### src/gmlc_pkg.sv
// ----------------------------------------------------------------------------
// gmlc_pkg
// Shared types and codes of the Gaussian maximum-likelihood classifier.
// ----------------------------------------------------------------------------
package gmlc_pkg;

  // operation codes of an input item
  typedef enum logic [2:0] {
    OP_SAMPLE = 3'd0,
    OP_ID     = 3'd1,
    OP_BIAS   = 3'd2,
    OP_MEAN   = 3'd3,
    OP_INV    = 3'd4
  } op_t;

  // configuration register indexes
  typedef enum logic [1:0] {
    CFG_BANDS   = 2'd0,
    CFG_CLASSES = 2'd1,
    CFG_NDEN    = 2'd2,
    CFG_NDVAL   = 2'd3
  } cfg_idx_t;

  localparam int CFG_DATA_W = 16;
  localparam int INV_W      = 32;
  localparam int BIAS_W     = 48;
  localparam int LABEL_W    = 16;

  typedef struct packed {
    logic [2:0]         operation;
    logic [15:0]        band_sample;
    logic [3:0]         table_class;
    logic [2:0]         table_row;
    logic [2:0]         table_col;
    logic signed [47:0] table_word;
  } in_item_t;

  typedef struct packed {
    logic [15:0] class_label;
    logic        unclassified;
  } out_item_t;

  typedef enum logic [2:0] {
    ST_IDLE,
    ST_CHECK,
    ST_RUN,
    ST_DRAIN,
    ST_DONE
  } state_t;

  // position flags of one multiply-accumulate step
  typedef struct packed {
    logic first_k;
    logic last_k;
    logic first_r;
    logic last_r;
    logic first_c;
    logic last_c;
    logic diag;
  } tag_t;

  // controller to datapath
  typedef struct packed {
    logic step;
    tag_t tag;
    logic pix_wr;
    logic tab_wr;
    logic load_res;
    logic res_nodata;
  } cmd_t;

  // datapath to controller
  typedef struct packed {
    logic nodata_hit;
    logic scan_done;
    logic out_free;
  } sts_t;

endpackage

### src/gmlc_if.sv
// ----------------------------------------------------------------------------
// gmlc_in_if / gmlc_out_if
// Valid/ready channels for input items and result items.
// ----------------------------------------------------------------------------
interface gmlc_in_if;
  import gmlc_pkg::*;
  logic     valid;
  logic     ready;
  in_item_t data;
  modport source (output valid, output data, input ready);
  modport sink (input valid, input data, output ready);
endinterface


### src/gmlc_ctrl.sv
// ----------------------------------------------------------------------------
// gmlc_ctrl
// Controller: band counting, class/row/column sequencing, result hand-off.
// ----------------------------------------------------------------------------
module gmlc_ctrl #(
  parameter int MAX_BANDS   = 8,
  parameter int MAX_CLASSES = 16,
  localparam int BW  = (MAX_BANDS > 1) ? $clog2(MAX_BANDS) : 1,
  localparam int CW  = (MAX_CLASSES > 1) ? $clog2(MAX_CLASSES) : 1
) (
  input  logic                clk,
  input  logic                rst_n,
  gmlc_in_if.sink             in_if,
  input  logic [3:0]          bands_cfg,
  input  logic [4:0]          classes_cfg,
  input  gmlc_pkg::sts_t      sts,
  output gmlc_pkg::cmd_t      cmd,
  output logic [CW-1:0]       cmd_c,
  output logic [BW-1:0]       cmd_r,
  output logic [BW-1:0]       cmd_k
);
  import gmlc_pkg::*;

  localparam int BCW = $clog2(MAX_BANDS + 1);
  localparam int NCW = $clog2(MAX_CLASSES + 1);

  state_t        state_r, state_nxt;
  logic [BW-1:0] bcnt_r, bcnt_nxt;
  logic [CW-1:0] c_r, c_nxt;
  logic [BW-1:0] r_r, r_nxt;
  logic [BW-1:0] k_r, k_nxt;
  logic          nd_r, nd_nxt;
  logic [BCW-1:0] nb_c;
  logic [NCW-1:0] nc_c;
  logic [BCW-1:0] cnt_inc;
  logic          acc_in, is_sample;
  logic          last_k, last_r, last_c;

  // clamp the counts into range
  always_comb begin
    if (bands_cfg == 4'd0) begin
      nb_c = BCW'(1);
    end else if (int'(bands_cfg) > MAX_BANDS) begin
      nb_c = BCW'(MAX_BANDS);
    end else begin
      nb_c = BCW'(bands_cfg);
    end
    if (classes_cfg == 5'd0) begin
      nc_c = NCW'(1);
    end else if (int'(classes_cfg) > MAX_CLASSES) begin
      nc_c = NCW'(MAX_CLASSES);
    end else begin
      nc_c = NCW'(classes_cfg);
    end
  end

  assign acc_in    = in_if.valid && in_if.ready;
  assign is_sample = (in_if.data.operation == OP_SAMPLE);
  assign cnt_inc   = BCW'(bcnt_r) + BCW'(1);
  assign last_k    = (BCW'(k_r) == nb_c - BCW'(1));
  assign last_r    = (BCW'(r_r) == nb_c - BCW'(1));
  assign last_c    = (NCW'(c_r) == nc_c - NCW'(1));

  assign in_if.ready = (state_r == ST_IDLE);
  assign cmd_c = c_r;
  assign cmd_r = r_r;
  assign cmd_k = (state_r == ST_RUN) ? k_r : bcnt_r;

  // state register
  always_ff @(posedge clk) begin
    if (!rst_n) begin
      state_r <= ST_IDLE;
      bcnt_r  <= '0;
      c_r     <= '0;
      r_r     <= '0;
      k_r     <= '0;
      nd_r    <= 1'b0;
    end else begin
      state_r <= state_nxt;
      bcnt_r  <= bcnt_nxt;
      c_r     <= c_nxt;
      r_r     <= r_nxt;
      k_r     <= k_nxt;
      nd_r    <= nd_nxt;
    end
  end

  // next state and commands
  always_comb begin
    state_nxt = state_r;
    bcnt_nxt  = bcnt_r;
    c_nxt     = c_r;
    r_nxt     = r_r;
    k_nxt     = k_r;
    nd_nxt    = nd_r;
    cmd       = '0;
    unique case (state_r)
      ST_IDLE: begin
        if (acc_in) begin
          if (is_sample) begin
            cmd.pix_wr = 1'b1;
            if (cnt_inc >= nb_c) begin
              bcnt_nxt  = '0;
              state_nxt = ST_CHECK;
            end else begin
              bcnt_nxt = cnt_inc[BW-1:0];
            end
          end else begin
            cmd.tab_wr = 1'b1;
          end
        end
      end
      ST_CHECK: begin
        c_nxt = '0;
        r_nxt = '0;
        k_nxt = '0;
        if (sts.nodata_hit) begin
          nd_nxt    = 1'b1;
          state_nxt = ST_DONE;
        end else begin
          nd_nxt    = 1'b0;
          state_nxt = ST_RUN;
        end
      end
      ST_RUN: begin
        cmd.step        = 1'b1;
        cmd.tag.first_k = (k_r == '0);
        cmd.tag.last_k  = last_k;
        cmd.tag.first_r = (r_r == '0);
        cmd.tag.last_r  = last_r;
        cmd.tag.first_c = (c_r == '0);
        cmd.tag.last_c  = last_c;
        cmd.tag.diag    = (k_r == r_r);
        if (last_k) begin
          k_nxt = '0;
          if (last_r) begin
            r_nxt = '0;
            if (last_c) begin
              state_nxt = ST_DRAIN;
            end else begin
              c_nxt = c_r + CW'(1);
            end
          end else begin
            r_nxt = r_r + BW'(1);
          end
        end else begin
          k_nxt = k_r + BW'(1);
        end
      end
      ST_DRAIN: begin
        if (sts.scan_done) begin
          state_nxt = ST_DONE;
        end
      end
      ST_DONE: begin
        if (sts.out_free) begin
          cmd.load_res   = 1'b1;
          cmd.res_nodata = nd_r;
          state_nxt      = ST_IDLE;
        end
      end
      default: begin
        state_nxt = ST_IDLE;
      end
    endcase
  end

endmodule

### src/flat_wrapper.sv
// flat-port wrapper written by rule: the top's interface ports become plain ports
module gmlc_ctrl_flat import gmlc_pkg::*;
#(
  parameter int MAX_BANDS   = 8,
  parameter int MAX_CLASSES = 16,
  localparam int BW  = (MAX_BANDS > 1) ? $clog2(MAX_BANDS) : 1,
  localparam int CW  = (MAX_CLASSES > 1) ? $clog2(MAX_CLASSES) : 1
)
  (clk, rst_n, bands_cfg, classes_cfg, sts, cmd, cmd_c, cmd_r, cmd_k, in_if_valid, in_if_data, in_if_ready);
  gmlc_in_if in_if_i ();
  input  logic clk;
  input  logic rst_n;
  input  logic [3:0] bands_cfg;
  input  logic [4:0] classes_cfg;
  input  gmlc_pkg::sts_t sts;
  output gmlc_pkg::cmd_t cmd;
  output logic [CW-1:0] cmd_c;
  output logic [BW-1:0] cmd_r;
  output logic [BW-1:0] cmd_k;
  input wire logic [$bits(in_if_i.valid)-1:0] in_if_valid;
  input wire logic [$bits(in_if_i.data)-1:0] in_if_data;
  output wire logic [$bits(in_if_i.ready)-1:0] in_if_ready;
  assign in_if_i.valid = in_if_valid;
  assign in_if_i.data = in_if_data;
  assign in_if_ready = in_if_i.ready;
  gmlc_ctrl #(.MAX_BANDS(MAX_BANDS), .MAX_CLASSES(MAX_CLASSES)) u_core (.clk(clk), .rst_n(rst_n), .in_if(in_if_i), .bands_cfg(bands_cfg), .classes_cfg(classes_cfg), .sts(sts), .cmd(cmd), .cmd_c(cmd_c), .cmd_r(cmd_r), .cmd_k(cmd_k));
endmodule
### config.mk
export PLATFORM = sky130hd
export DESIGN_NAME = gmlc_ctrl_flat
export DESIGN_NICKNAME = d
export VERILOG_FILES = /design/src/gmlc_pkg.sv /design/src/gmlc_if.sv /design/src/gmlc_ctrl.sv /design/src/flat_wrapper.sv
export SDC_FILE = /design/constraint.sdc
export NUM_CORES = 1
export LEC_CHECK = 0
export BUFFER_PORTS_ARGS = -buffer_cell sky130_fd_sc_hd__buf_4
export CELL_PAD_IN_SITES_DETAIL_PLACEMENT = 0
export CELL_PAD_IN_SITES_GLOBAL_PLACEMENT = 1
export CORE_MARGIN = 10
export CORE_UTILIZATION = 25
export CTS_BUF_LIST = sky130_fd_sc_hd__clkbuf_8
export DETAILED_ROUTE_END_ITERATION = 7
export PLACE_DENSITY_LB_ADDON = 0.05
export SYNTH_ARGS = -nofsm -noshare
export SYNTH_HDL_FRONTEND = slang
export SYNTH_SLANG_ARGS = --single-unit
### constraint.sdc
create_clock -name clk -period 3.3 [get_ports clk]
set_input_delay 0.99 -clock clk [delete_from_list [all_inputs] [get_ports clk]]
set_output_delay 0.99 -clock clk [all_outputs]
set_load 0.02 [all_outputs]
==> flow_metrics.tcl <==
set metrics [dict create \
    cts-buffers-inserted 3 \
    final_cells 334 \
    rows 28 \
    critPathMostFrequentCell "buf_4" \
    synth_nets 296 \
    p_per_area_nw_per_um2 229 \
    ant_nets 0 \
    portBuffers 40 \
    p_int_uw 380 \
    viasPerCell 4.88 \
    drc_errors 0 \
    holdPathStages 2 \
    ys_types 57 \
    max_freq_mhz 297 \
    ys_seq_area_share_pct 22.2 \
    synth_seq_cells 17 \
    combPwrFrac_pct 28.6 \
    grt_pass1_vias 1762 \
    cp_slowest_stage_delay_ps 440 \
    syn-instance-count 191 \
    ir_drop_uv 159 \
    slew_headroom_pct 65.2 \
    syn_area_per_cell_sq_um 8.02 \
    synth_top_area_share_pct 22.2 \
    hold_class "reg -> reg" \
    crit_family "simple AND/OR/NAND/NOR gates" \
    clkPwrFrac_pct 32.5 \
    htreeDepth 1 \
    dr.pass1.iters 4 \
    critPathBufInv 2 \
    gp_congestion 0.758 \
    num_vias 1630 \
    dpl.hpwl_mm 3.90 \
    cts_hold_buf 0 \
    top_layer_used "met4" \
    die_area_sq_um 9660 \
    synth-warning-count 0 \
    crit_fanout 3 \
    period_minus_slack_ps 3370 \
    fin_skew_ps 9.00 \
    die_x_um 98.3 \
    wl_met2_mm 2.36 \
    syn2layout_area_growth_pct 52.2 \
    leakage_nw 1.03 \
    failed_checks "setup timing" \
    clk_latency_ps 260 \
    layout_setup_ws_ps -71.5 \
    finalPower_uw 534 \
    status "complete, but fails checks" \
    slew_viol_final 0 \
    syn_area_sq_um 1530 \
    synth_area_leader_cell "dfxtp_1" \
    clockRootBuffer "clkbuf_8" \
    critPathKind "in -> out" \
    setup-violations-final 2 \
    start_util_pct 25.9 \
    die-height_um 98.3 \
    cts_num_sinks 17 \
    wirelength_mm 4.93 \
    path_clk_slew_ps 90 \
    initialDrtViolationCount 16 \
    antennaDiodeCount 0 \
    io_pins 115 \
    grt_first_pass_wirelength_mm 8.42 \
    core-area_sq_um 5920 \
    critPathCaptureType "output port" \
    grt.total_usage_pct 10.2 \
    fillers 594 \
    worstPathArrival_ps 2380 \
    p_switching_uw 154 \
    swShare_pct 28.9 \
    holdWs_ps 483 \
    grt_max_degree 14 \
    cp_cell_sequence "buf_4 > o21ai_2 > ha_4 > or4b_1 > o21ai_1 > nand4b_1 > nor2_1 > buf_4" \
    cp.required_ps 2310 \
    rsz0062_at_grt "true" \
    synth-main-ff-cell "dfxtp_1" \
    synth_area_leaders "dfxtp_1 22%, ha_1 11%, nor2_1 4.4%, a21oi_1 3.9%, o21ai_0 3.9%" \
    hold_viol 0 \
    pwr-share-seq_pct 38.8 \
    ff2ff_path_depth 9 \
    slowest_stage "or4b_1" \
    dp.cells 324 \
    start_kind "input pin" \
    worstMarginPinSlew_ps 522 \
    synth_commonest_cells "18 x nor2_1, 17 x dfxtp_1, 15 x nand2_1" \
    fin_crit_sh_pct 102 \
    drv_cap 0 \
    synth_edf_count 0 \
    wl_met3_um 274 \
    path_depth 8 \
    wl_per_cell_um 14.8 \
    clk_path_buf_depth 2 \
    yosys.cell_count.top_type "nor2_1" \
    grt_overflow 0 \
    wl_met1_mm 2.23 \
    postSynth.asyncResetShare_pct 0 \
    tritoncts "built" \
    antenna_found_initial 0 \
    final_nets 365 \
    drive_gt1_share_pct 37.1 \
]
cell families (layout without fill, tap and decap cells):
| family | after synthesis | in the layout | synth area share [%] |
|---|---|---|---|
| compound gates | 47 | 47 | 20.3 |
| xor+xnor | 11 | 11 | 7.68 |
| buf+inv | 21 | 89 | 6.21 |
| fa+ha+maj | 13 | 13 | 10.6 |
| mux | 2 | 2 | 1.31 |
| simple gates | 80 | 80 | 31.7 |
| flops | 17 | 17 | 22.2 |
flip-flops by register name, summed over array words and instances (netlist names):
register,count
u_core.bcnt_r,3
u_core.cmd_c,4
u_core.cmd_r,3
u_core.k_r,3
u_core.nd_r,1
u_core.state_r,3
cell usage in the layout, fill, tap and decap left out, types with 4 or more instances in the layout:
cell type	instances
buf_4	62
buf_6	7
ha_1	11
nand2_1	14
o21ai_0	10
inv_1	13
xor2_1	4
nor2_1	18
nor3_1	4
or3_1	4
nand2b_1	5
a21oi_1	11
nor2b_1	5
dfxtp_1	17
worst paths after layout:
check / from / end / slack, ps
worst max-delay path: classes_cfg[0] / cmd[5] / -70
worst min-delay path: u_core.nd_r$_SDFFE_PN0P_ / u_core.nd_r$_SDFFE_PN0P_ / 480
worst max register to register: u_core.bcnt_r[0]$_SDFFE_PN0P_ / u_core.state_r[2]$_SDFFE_PN0P_ / 800
worst min register to register: u_core.nd_r$_SDFFE_PN0P_ / u_core.nd_r$_SDFFE_PN0P_ / 480
area by class of cell:
type	instances	area, sq um	share of cell area [%]
multi-input cells	153	1220	52.4
well taps	75	93.8	4.03
inverters	14	52.6	2.25
flip-flops and latches	17	340	14.6
clock inverters	1	7.51	0.322
clock buffers	3	41.3	1.77
repair buffers	71	574	24.6
power by group through the flow:
stage	logic (mW)	registers, mW	clock network (mW)
floorplan	0.0616	0.211	0
global placement	0.121	0.212	0
detailed placement	0.124	0.212	0
CTS	0.148	0.207	0.179
global route	0.167	0.208	0.191
finish	0.153	0.207	0.174
what timing repair did:
| item | 4_1_cts | 5_1_grt |
|---|---|---|
| resized for setup | 23 | 4 |
| buffers inserted | 5 | 1 |
| setup endpoints to repair | 3 | 3 |
| pin swaps | 13 | 8 |
through the flow:
stage | TNS, ps | cell area, sq um | worst slack [ps] | util [%]
6_report | -78.0 | 2330 | -71.5 | 39.4
5_1_grt | -250 | 2330 | -148 | 39.4
4_1_cts | -54.5 | 2300 | -32.9 | 38.9
3_5_place_dp | -523 | 2100 | -223 | 35.5
3_3_place_gp | -447 | 2100 | -234 | 35.5
2_1_floorplan | 0 | 1570 | 7.46 | -
routing by layer:
layer / vias up / global-route usage [%]
met1: 760 / 12.3
met3: 6 / 3.45
li1: 823 / -
met4: 0 / 2.43
met5: - / 0
met2: 41 / 17.1
worst min-delay path: cells and delay by family (launching register included):
kind	cells	cell delay, ps
AOI/OAI and AO/OA	2	120
DFF	1	310
No activity file was read; power rests on OpenSTA's default activity.
